### src/rtl/hms_pkg.sv
// Shared constants, types and helper functions for the timestamp parser.
`timescale 1ns / 1ps

package hms_pkg;

    localparam int UNITS_PER_SECOND = 1000000;
    localparam int MAX_COLONS       = 2;
    localparam int SECONDS_WIDTH    = 40;

    localparam int CH_W     = 8;
    localparam int TIME_W   = 63;
    localparam int STATUS_W = 2;
    localparam int FRAC_W   = 30;
    localparam int WIDX_W   = 4;
    localparam int COLON_W  = 2;
    localparam int PROD_W   = SECONDS_WIDTH + FRAC_W + 1;

    localparam int RADIX_DEC = 10;
    localparam int RADIX_SEX = 60;

    typedef logic [SECONDS_WIDTH-1:0] t_secs;
    typedef logic [FRAC_W-1:0]        t_frac;
    typedef logic [WIDX_W-1:0]        t_widx;
    typedef logic [COLON_W-1:0]       t_colons;
    typedef logic [STATUS_W-1:0]      t_status;
    typedef logic [CH_W-1:0]          t_ch;
    typedef logic [TIME_W-1:0]        t_time;

    typedef struct packed {
        logic  ovf;
        t_secs val;
    } t_sat;

    localparam t_secs SEC_MAX  = '1;
    localparam t_time TIME_MAX = '1;

    localparam t_status ST_OK     = 2'd0;
    localparam t_status ST_COLONS = 2'd1;
    localparam t_status ST_CHAR   = 2'd2;
    localparam t_status ST_SAT    = 2'd3;

    localparam t_ch CH_NUL   = 8'h00;
    localparam t_ch CH_ZERO  = 8'h30;
    localparam t_ch CH_NINE  = 8'h39;
    localparam t_ch CH_COLON = 8'h3a;
    localparam t_ch CH_DOT   = 8'h2e;

    // Saturation never displaces a parse error; the first parse error sticks.
    function automatic t_status note_status(t_status cur, t_status code);
        t_status res;
        res = cur;
        if (code == ST_SAT) begin
            if (cur == ST_OK) res = ST_SAT;
        end else if (cur == ST_OK || cur == ST_SAT) begin
            res = code;
        end
        return res;
    endfunction

    function automatic t_sat sat_add(t_secs a, t_secs b);
        logic [SECONDS_WIDTH:0] sum;
        t_sat res;
        sum     = {1'b0, a} + {1'b0, b};
        res.ovf = sum[SECONDS_WIDTH];
        res.val = res.ovf ? SEC_MAX : sum[SECONDS_WIDTH-1:0];
        return res;
    endfunction

    function automatic t_sat sat_mul10(t_secs a);
        logic [SECONDS_WIDTH+3:0] p;
        t_sat res;
        p       = (SECONDS_WIDTH+4)'(a) * (SECONDS_WIDTH+4)'(RADIX_DEC);
        res.ovf = p > (SECONDS_WIDTH+4)'(SEC_MAX);
        res.val = res.ovf ? SEC_MAX : p[SECONDS_WIDTH-1:0];
        return res;
    endfunction

    function automatic t_sat sat_mul60(t_secs a);
        logic [SECONDS_WIDTH+5:0] p;
        t_sat res;
        p       = (SECONDS_WIDTH+6)'(a) * (SECONDS_WIDTH+6)'(RADIX_SEX);
        res.ovf = p > (SECONDS_WIDTH+6)'(SEC_MAX);
        res.val = res.ovf ? SEC_MAX : p[SECONDS_WIDTH-1:0];
        return res;
    endfunction

    // Weight of the fraction digit at a given position; zero past unit resolution.
    function automatic t_frac frac_weight(t_widx idx);
        t_frac w;
        case (idx)
            4'd0:    w = FRAC_W'(UNITS_PER_SECOND / 10);
            4'd1:    w = FRAC_W'(UNITS_PER_SECOND / 100);
            4'd2:    w = FRAC_W'(UNITS_PER_SECOND / 1000);
            4'd3:    w = FRAC_W'(UNITS_PER_SECOND / 10000);
            4'd4:    w = FRAC_W'(UNITS_PER_SECOND / 100000);
            4'd5:    w = FRAC_W'(UNITS_PER_SECOND / 1000000);
            4'd6:    w = FRAC_W'(UNITS_PER_SECOND / 10000000);
            4'd7:    w = FRAC_W'(UNITS_PER_SECOND / 100000000);
            4'd8:    w = FRAC_W'(UNITS_PER_SECOND / 1000000000);
            default: w = '0;
        endcase
        return w;
    endfunction

endpackage

### src/rtl/hms_timestamp_parser_core.sv
// Timestamp string parser: one character beat per cycle while o_stall is low, one result per zero byte.
// Throughput: one character per cycle while o_stall is low; the per-character update is a single
// constant multiply-accumulate into the parse state registers.
// An accepted zero byte is captured in the finalize register, then passes through
// the scaling multiply into the output register once the output register is free.
// Reset: synchronous, active low; clears parse state and both valid flags.
`timescale 1ns / 1ps

module hms_timestamp_parser_core (
    input  logic                  i_clk,
    input  logic                  i_rst_n,
    input  logic                  i_valid,
    output logic                  o_stall,
    input  logic [7:0]            i_ch,
    output logic                  o_valid,
    input  logic                  i_stall,
    output logic [62:0]           o_time_units,
    output logic [1:0]            o_status
);
    import hms_pkg::*;

    // parse state
    t_secs   r_secs,    n_secs;
    t_secs   r_field,   n_field;
    t_colons r_colons,  n_colons;
    logic    r_in_frac, n_in_frac;
    t_frac   r_frac,    n_frac;
    t_widx   r_widx,    n_widx;
    t_status r_err,     n_err;

    // finalize stage
    logic    r_p_valid, n_p_valid;
    t_secs   r_p_secs;
    t_frac   r_p_frac;
    t_status r_p_status;

    // output stage
    logic    r_o_valid, n_o_valid;
    t_time   r_o_time;
    t_status r_o_status;

    logic    w_out_free;
    logic    w_p_move;
    logic    w_in_acc;
    logic    w_end;
    logic    w_digit;
    logic [3:0] w_d;
    t_frac   w_weight;
    t_sat    w_fin;
    t_sat    w_m10;
    t_sat    w_a10;
    t_sat    w_close;
    t_sat    w_m60;
    t_status w_fin_status;
    logic [PROD_W-1:0] w_prod;
    logic    w_tsat;

    assign w_out_free = !r_o_valid || !i_stall;
    assign w_p_move   = r_p_valid && w_out_free;
    assign o_stall    = r_p_valid && !w_p_move;
    assign w_in_acc   = i_valid && !o_stall;
    assign w_end      = (i_ch == CH_NUL);
    assign w_digit    = (i_ch >= CH_ZERO) && (i_ch <= CH_NINE);
    assign w_d        = i_ch[3:0];
    assign w_weight   = frac_weight(r_widx);

    assign w_fin        = sat_add(r_secs, r_field);
    assign w_fin_status = w_fin.ovf ? note_status(r_err, ST_SAT) : r_err;
    assign w_m10        = sat_mul10(r_field);
    assign w_a10        = sat_add(w_m10.val, SECONDS_WIDTH'(w_d));
    assign w_close      = sat_add(r_secs, r_field);
    assign w_m60        = sat_mul60(w_close.val);

    always_comb begin
        n_secs    = r_secs;
        n_field   = r_field;
        n_colons  = r_colons;
        n_in_frac = r_in_frac;
        n_frac    = r_frac;
        n_widx    = r_widx;
        n_err     = r_err;
        if (w_in_acc) begin
            if (w_end) begin
                n_secs    = '0;
                n_field   = '0;
                n_colons  = '0;
                n_in_frac = 1'b0;
                n_frac    = '0;
                n_widx    = '0;
                n_err     = ST_OK;
            end else if (r_err != ST_COLONS && r_err != ST_CHAR) begin
                if (w_digit) begin
                    if (r_in_frac) begin
                        n_frac = r_frac + FRAC_W'(FRAC_W'(w_d) * w_weight);
                        if (w_weight != '0) n_widx = r_widx + t_widx'(1);
                    end else begin
                        n_field = w_a10.val;
                        if (w_m10.ovf || w_a10.ovf) n_err = note_status(r_err, ST_SAT);
                    end
                end else if (i_ch == CH_COLON && !r_in_frac) begin
                    if (r_colons >= COLON_W'(MAX_COLONS)) begin
                        n_err = note_status(r_err, ST_COLONS);
                    end else begin
                        n_colons = r_colons + t_colons'(1);
                        n_secs   = w_m60.val;
                        n_field  = '0;
                        if (w_close.ovf || w_m60.ovf) n_err = note_status(r_err, ST_SAT);
                    end
                end else if (i_ch == CH_DOT && !r_in_frac) begin
                    n_in_frac = 1'b1;
                end else begin
                    n_err = note_status(r_err, ST_CHAR);
                end
            end
        end
    end

    always_comb begin
        n_p_valid = r_p_valid;
        if (w_in_acc && w_end) begin
            n_p_valid = 1'b1;
        end else if (w_p_move) begin
            n_p_valid = 1'b0;
        end
        n_o_valid = r_o_valid;
        if (w_p_move) begin
            n_o_valid = 1'b1;
        end else if (!i_stall) begin
            n_o_valid = 1'b0;
        end
    end

    // scale to units and clamp to the 63-bit range
    assign w_prod = PROD_W'(r_p_secs) * PROD_W'(UNITS_PER_SECOND) + PROD_W'(r_p_frac);
    assign w_tsat = w_prod > PROD_W'(TIME_MAX);

    always_ff @(posedge i_clk) begin
        if (!i_rst_n) begin
            r_secs    <= '0;
            r_field   <= '0;
            r_colons  <= '0;
            r_in_frac <= 1'b0;
            r_frac    <= '0;
            r_widx    <= '0;
            r_err     <= ST_OK;
            r_p_valid <= 1'b0;
            r_o_valid <= 1'b0;
        end else begin
            r_secs    <= n_secs;
            r_field   <= n_field;
            r_colons  <= n_colons;
            r_in_frac <= n_in_frac;
            r_frac    <= n_frac;
            r_widx    <= n_widx;
            r_err     <= n_err;
            r_p_valid <= n_p_valid;
            r_o_valid <= n_o_valid;
        end
    end

    always_ff @(posedge i_clk) begin
        if (w_in_acc && w_end) begin
            r_p_secs   <= w_fin.val;
            r_p_frac   <= r_frac;
            r_p_status <= w_fin_status;
        end
        if (w_p_move) begin
            r_o_time   <= w_tsat ? TIME_MAX : w_prod[TIME_W-1:0];
            r_o_status <= w_tsat ? note_status(r_p_status, ST_SAT) : r_p_status;
        end
    end

    assign o_valid      = r_o_valid;
    assign o_time_units = r_o_time;
    assign o_status     = r_o_status;

`ifndef SYNTHESIS
    a_end_clears: assert property (@(posedge i_clk) disable iff (!i_rst_n)
        (w_in_acc && w_end) |=> (r_secs == '0 && r_field == '0 && r_colons == '0
                                 && !r_in_frac && r_err == ST_OK))
        else $error("parse state not cleared after end of string");
    a_colon_bound: assert property (@(posedge i_clk) disable iff (!i_rst_n)
        r_colons <= COLON_W'(MAX_COLONS))
        else $error("colon count past limit");
    a_frac_bound: assert property (@(posedge i_clk) disable iff (!i_rst_n)
        r_frac < FRAC_W'(UNITS_PER_SECOND))
        else $error("fraction reached a full second");
    a_pipe_move: assert property (@(posedge i_clk) disable iff (!i_rst_n)
        w_p_move |=> r_o_valid)
        else $error("finalized beat lost before output register");
`endif

endmodule

### config.mk
export PLATFORM = sky130hd
export DESIGN_NAME = hms_timestamp_parser_core
export DESIGN_NICKNAME = d
export VERILOG_FILES = /design/src/rtl/hms_pkg.sv /design/src/rtl/hms_timestamp_parser_core.sv
export SDC_FILE = /design/constraint.sdc
export NUM_CORES = 2
export LEC_CHECK = 0
export BUFFER_PORTS_ARGS = -buffer_cell sky130_fd_sc_hd__buf_2
export CORE_UTILIZATION = 65
export CTS_CLUSTER_SIZE = 14
export DETAILED_ROUTE_END_ITERATION = 8
export GPL_TIMING_DRIVEN = 0
export PLACE_DENSITY_LB_ADDON = 0.05
export SLEW_MARGIN = 20
export SYNTH_ARGS = -nofsm -noshare
export SYNTH_HDL_FRONTEND = slang
export SYNTH_SLANG_ARGS = --single-unit
### constraint.sdc
create_clock -name i_clk -period 9.8 [get_ports i_clk]
set_input_delay 1.47 -clock i_clk [delete_from_list [all_inputs] [get_ports i_clk]]
set_output_delay 1.47 -clock i_clk [all_outputs]
set_load 0.01 [all_outputs]
==> out/qor.txt <==
outcome = finished clean
cells taking the most area after synthesis = sky130_fd_sc_hd__fa_1 (18%), sky130_fd_sc_hd__ha_1 (16%), sky130_fd_sc_hd__edfxtp_1 (12%)
post-CTS clock slew at the launch and capture registers of the worst setup and hold paths = 0.06 ns
Setup Fix Bufs, Post-CTS = 0
Post-synth ARST share = 0%
combined area of the multi-input logic cells = 24,100 sq um
netlist area before placement = 32,600 sq um
headroom to the max-slew limit = 28.2%
Post-synth top flop = sky130_fd_sc_hd__edfxtp_1
fraction of met3 tracks used by global routing = 3.21%
instance count of the mapped netlist = 3,584
most repeated cell in the gate-level netlist after synthesis = sky130_fd_sc_hd__inv_1
part of the Yosys area used for sequential elements = 20.5%
reg2reg setup slack = 0.35 ns
worst clock skew = 0.0390 ns
Initial DRT Pass Iterations = 6
final hold slack = 0.415 ns
top-area cell type share of the netlist area = 17.8%
largest stage delay on the critical path = 0.50 ns
All-Layer GR Usage = 33.4%
Die H = 226 um
CP dominant cell by count = sky130_fd_sc_hd__o21ai_1
area of the core = 49,300 sq um
critical-path maximum fanout = 10
Static Leakage = 16.9 nW
number of cells on the worst reg-to-reg path = 33
category of the most critical setup path = reg -> reg
CTS buffer count = 34
maximum ir drop on the vdd rail = 0.155 mV
Worst Setup Start Kind = flip-flop
number of fill cells = 3,727
endpoint of the worst hold path = o_time_units[3]
total via count in the routed design = 27,000
global placement routability congestion = 0.946
post-detailed-routing wire length = 83,900 um
ant diodes = 0
Hold Startpoint = r_p_frac[3]
transition time at the pin with the least slew margin = 1.07 ns
number of H-tree levels = 2
first-pass GRT wire length = 137,000 um
Initial Utilization = 66.3%
overall die width = 226 um
overflow left after global routing = 0
worst reg2reg endpoint = r_err[0]
post-route ant nets = 0
Global Route met2 Usage = 57.2%
most frequent cells after synthesis = sky130_fd_sc_hd__inv_1 (422), sky130_fd_sc_hd__ha_1 (417), sky130_fd_sc_hd__fa_1 (290)
number of cells on the worst hold path = 0
period utilization = 96.5%
DRC marker count from the first detailed-route iteration = 1,972
count of endpoints failing hold in the final timing report = 0
post-detailed-placement half-perimeter wirelength = 68,200 um
max-cap check violation count = 0
maximum clock frequency = 106 MHz
fraction of met1 tracks used by global routing = 44.1%
clock latency on the worst-skew pair = 0.56 ns
fin crit period = 9.45 ns
standard-cell row count = 81
final design instance area without fill = 35,200 sq um
hold bufs inserted after CTS = 0
Reg area = 6700 sq um
Critical Path Sink Type = flip-flop
routed via count divided by cell count = 6.15
final net count = 4,422
max-slew violation count = 0
busiest grt layer = met2
Routed wire per std cell = 19.1 um
area enclosed by the die boundary = 51,100 sq um
Synth cell types = 110
Warnings, synthesis = 0
number of synthesized flops with an enable pin = 135
Hold Crit Class = reg -> reg
number of placed I/O pins = 79
TritonCTS Sinks = 267
number of I/O port buffers = 76
placed standard-cell area = 34,000 sq um
antenna violations before repair = 0
CTS max path bufs = 3
root buffer cell = sky130_fd_sc_hd__clkbuf_16
average footprint of a synthesized cell = 9.10 sq um
power density relative to cell area = 77.3 nW/um^2
clock tree from TritonCTS = done
maximum number of pins on one net before global-route repair = 32
arrival time at the worst endpoint = 9.94 ns
synthesized flop and latch total = 267
WP data required = 10.29 ns
number of global-route vias before repair = 27,300
startpoint of the most critical register-to-register path = r_field[0]
fraction of final layout cells sized beyond drive strength 1 = 7.21%
area grow syn2layout = 7.89%
Post-route DRC = 0
Critical-path top delay cell = sky130_fd_sc_hd__o21ai_2
endpoints failing setup = 0
cell type with the largest total area after synthesis = sky130_fd_sc_hd__fa_1
-- layout by cell type (no fill, tap or decap), types with 15 or more instances in the layout --
cell type,count
sky130_fd_sc_hd__buf_2,88
sky130_fd_sc_hd__and2_1,57
sky130_fd_sc_hd__a211o_1,23
sky130_fd_sc_hd__o21ai_0,179
sky130_fd_sc_hd__a21oi_1,285
sky130_fd_sc_hd__nor3_1,68
sky130_fd_sc_hd__a21o_1,124
sky130_fd_sc_hd__o21bai_1,27
sky130_fd_sc_hd__xor2_1,68
sky130_fd_sc_hd__clkbuf_1,71
sky130_fd_sc_hd__inv_1,422
sky130_fd_sc_hd__a31oi_1,34
sky130_fd_sc_hd__clkbuf_16,34
sky130_fd_sc_hd__o211ai_1,28
sky130_fd_sc_hd__nor4_1,18
sky130_fd_sc_hd__or2_2,21
sky130_fd_sc_hd__dfxtp_1,132
sky130_fd_sc_hd__o21a_1,38
sky130_fd_sc_hd__nor2_1,211
sky130_fd_sc_hd__nand3_1,68
sky130_fd_sc_hd__nand4_1,33
sky130_fd_sc_hd__or3_1,21
sky130_fd_sc_hd__and3_1,42
sky130_fd_sc_hd__nor2b_1,34
sky130_fd_sc_hd__edfxtp_1,135
sky130_fd_sc_hd__nand2_1,235
sky130_fd_sc_hd__ha_1,417
sky130_fd_sc_hd__a22oi_1,15
sky130_fd_sc_hd__a211oi_1,27
sky130_fd_sc_hd__xnor2_1,136
sky130_fd_sc_hd__fa_1,290
sky130_fd_sc_hd__nand2b_1,30
-- metrics by stage --
stage / utilization, % / worst slack [ns] / power, mW / cells / setup TNS [ns]
after global placement: 68.7 / 0.0708 / 1.48 / 4325 / 0
after CTS: 71.4 / 0.0906 / 2.73 / 4393 / 0
after global routing: 71.5 / -0.0230 / 2.81 / 4393 / -0.0230
after detailed placement: 69.1 / -0.252 / 1.49 / 4331 / -1.55
after floorplan: - / 2.40 / 1.42 / 3585 / 0
final: 71.5 / 0.347 / 2.72 / 4393 / 0
-- where the power goes --
group / internal (mW) / leakage (nW) / switching, mW
Clock: 0.732 / 0.551 / 0.520
Sequential: 1.17 / 2.35 / 0.00169
Combinational: 0.117 / 14.1 / 0.183
-- kinds of logic (layout without fill, tap and decap cells) --
| family | Yosys count | in the layout | synth area share, % |
|---|---|---|---|
| buffers and inverters | 514 | 658 | 6.05 |
| AND/OR/NAND/NOR | 919 | 919 | 14.3 |
| adder cells (fa/ha/maj) | 707 | 707 | 33.8 |
| AO/OA/AOI/OAI | 957 | 957 | 19.4 |
| other | 1 | 2 | 0.0115 |
| XOR/XNOR | 205 | 205 | 5.53 |
| flip-flops | 267 | 267 | 20.5 |
| multiplexers | 14 | 14 | 0.437 |
-- cell type report --
cell class | instances | share of cell area [%]
multi-input combinational | 2804 | 68.3
sequential | 267 | 19.0
inverter | 424 | 4.52
clock buffer | 47 | 2.78
tap | 664 | 2.36
timing repair buffer | 82 | 1.53
buffer | 90 | 1.10
clock inverter | 15 | 0.366
-- critical path, delay by kind of cell (launching register included) --
family / cells / cell delay (ns)
buffers and inverters: 5 / 1.30
AND/OR/NAND/NOR: 3 / 0.43
AO/OA/AOI/OAI: 18 / 5.15
multiplexers: 1 / 0.23
adder cells (fa/ha/maj): 5 / 1.60
XOR/XNOR: 1 / 0.19
flip-flops: 1 / 0.44
-- registers in the layout (all words and copies together), names as in the netlist, 2 cells and up --
| register | cells |
|---|---|
| r_colons | 2 |
| r_field | 40 |
| o_time_units | 61 |
| o_status | 2 |
| r_p_frac | 30 |
| r_secs | 39 |
| r_widx | 4 |
| r_err | 2 |
| w_weight | 12 |
| r_frac | 30 |
| r_p_status | 2 |
| r_p_secs | 40 |
-- what timing repair did --
item,CTS,global route
resized for setup,3,24
pin swaps,0,0
cloned,0,0
setup endpoints to repair,41,41
-- worst max-delay path by stage --
| stage | to | slack [ns] | start |
|---|---|---|---|
| 3_5_place_dp | r_err[0] | -0.25 | r_secs[1] |
| 3_3_place_gp | r_err[0] | 0.07 | r_secs[1] |
| 4_1_cts | r_err[0] | 0.09 | r_secs[1] |
| 6_report | r_err[0] | 0.35 | r_field[0] |
| 5_1_grt | r_secs[36] | -0.02 | r_secs[1] |
| 2_1_floorplan | r_err[0] | 2.40 | r_secs[1] |
-- per-layer routing --
metal  part of all wire (%)  vias up  wire length, um
li1                       -    12900                -
met1                     44    13100            36600
met2                     48      850            40300
met3                    5.0      179             4200
met4                    3.3        0             2750
met5                      0        -                0
No activity file was read; power rests on OpenSTA's default activity.
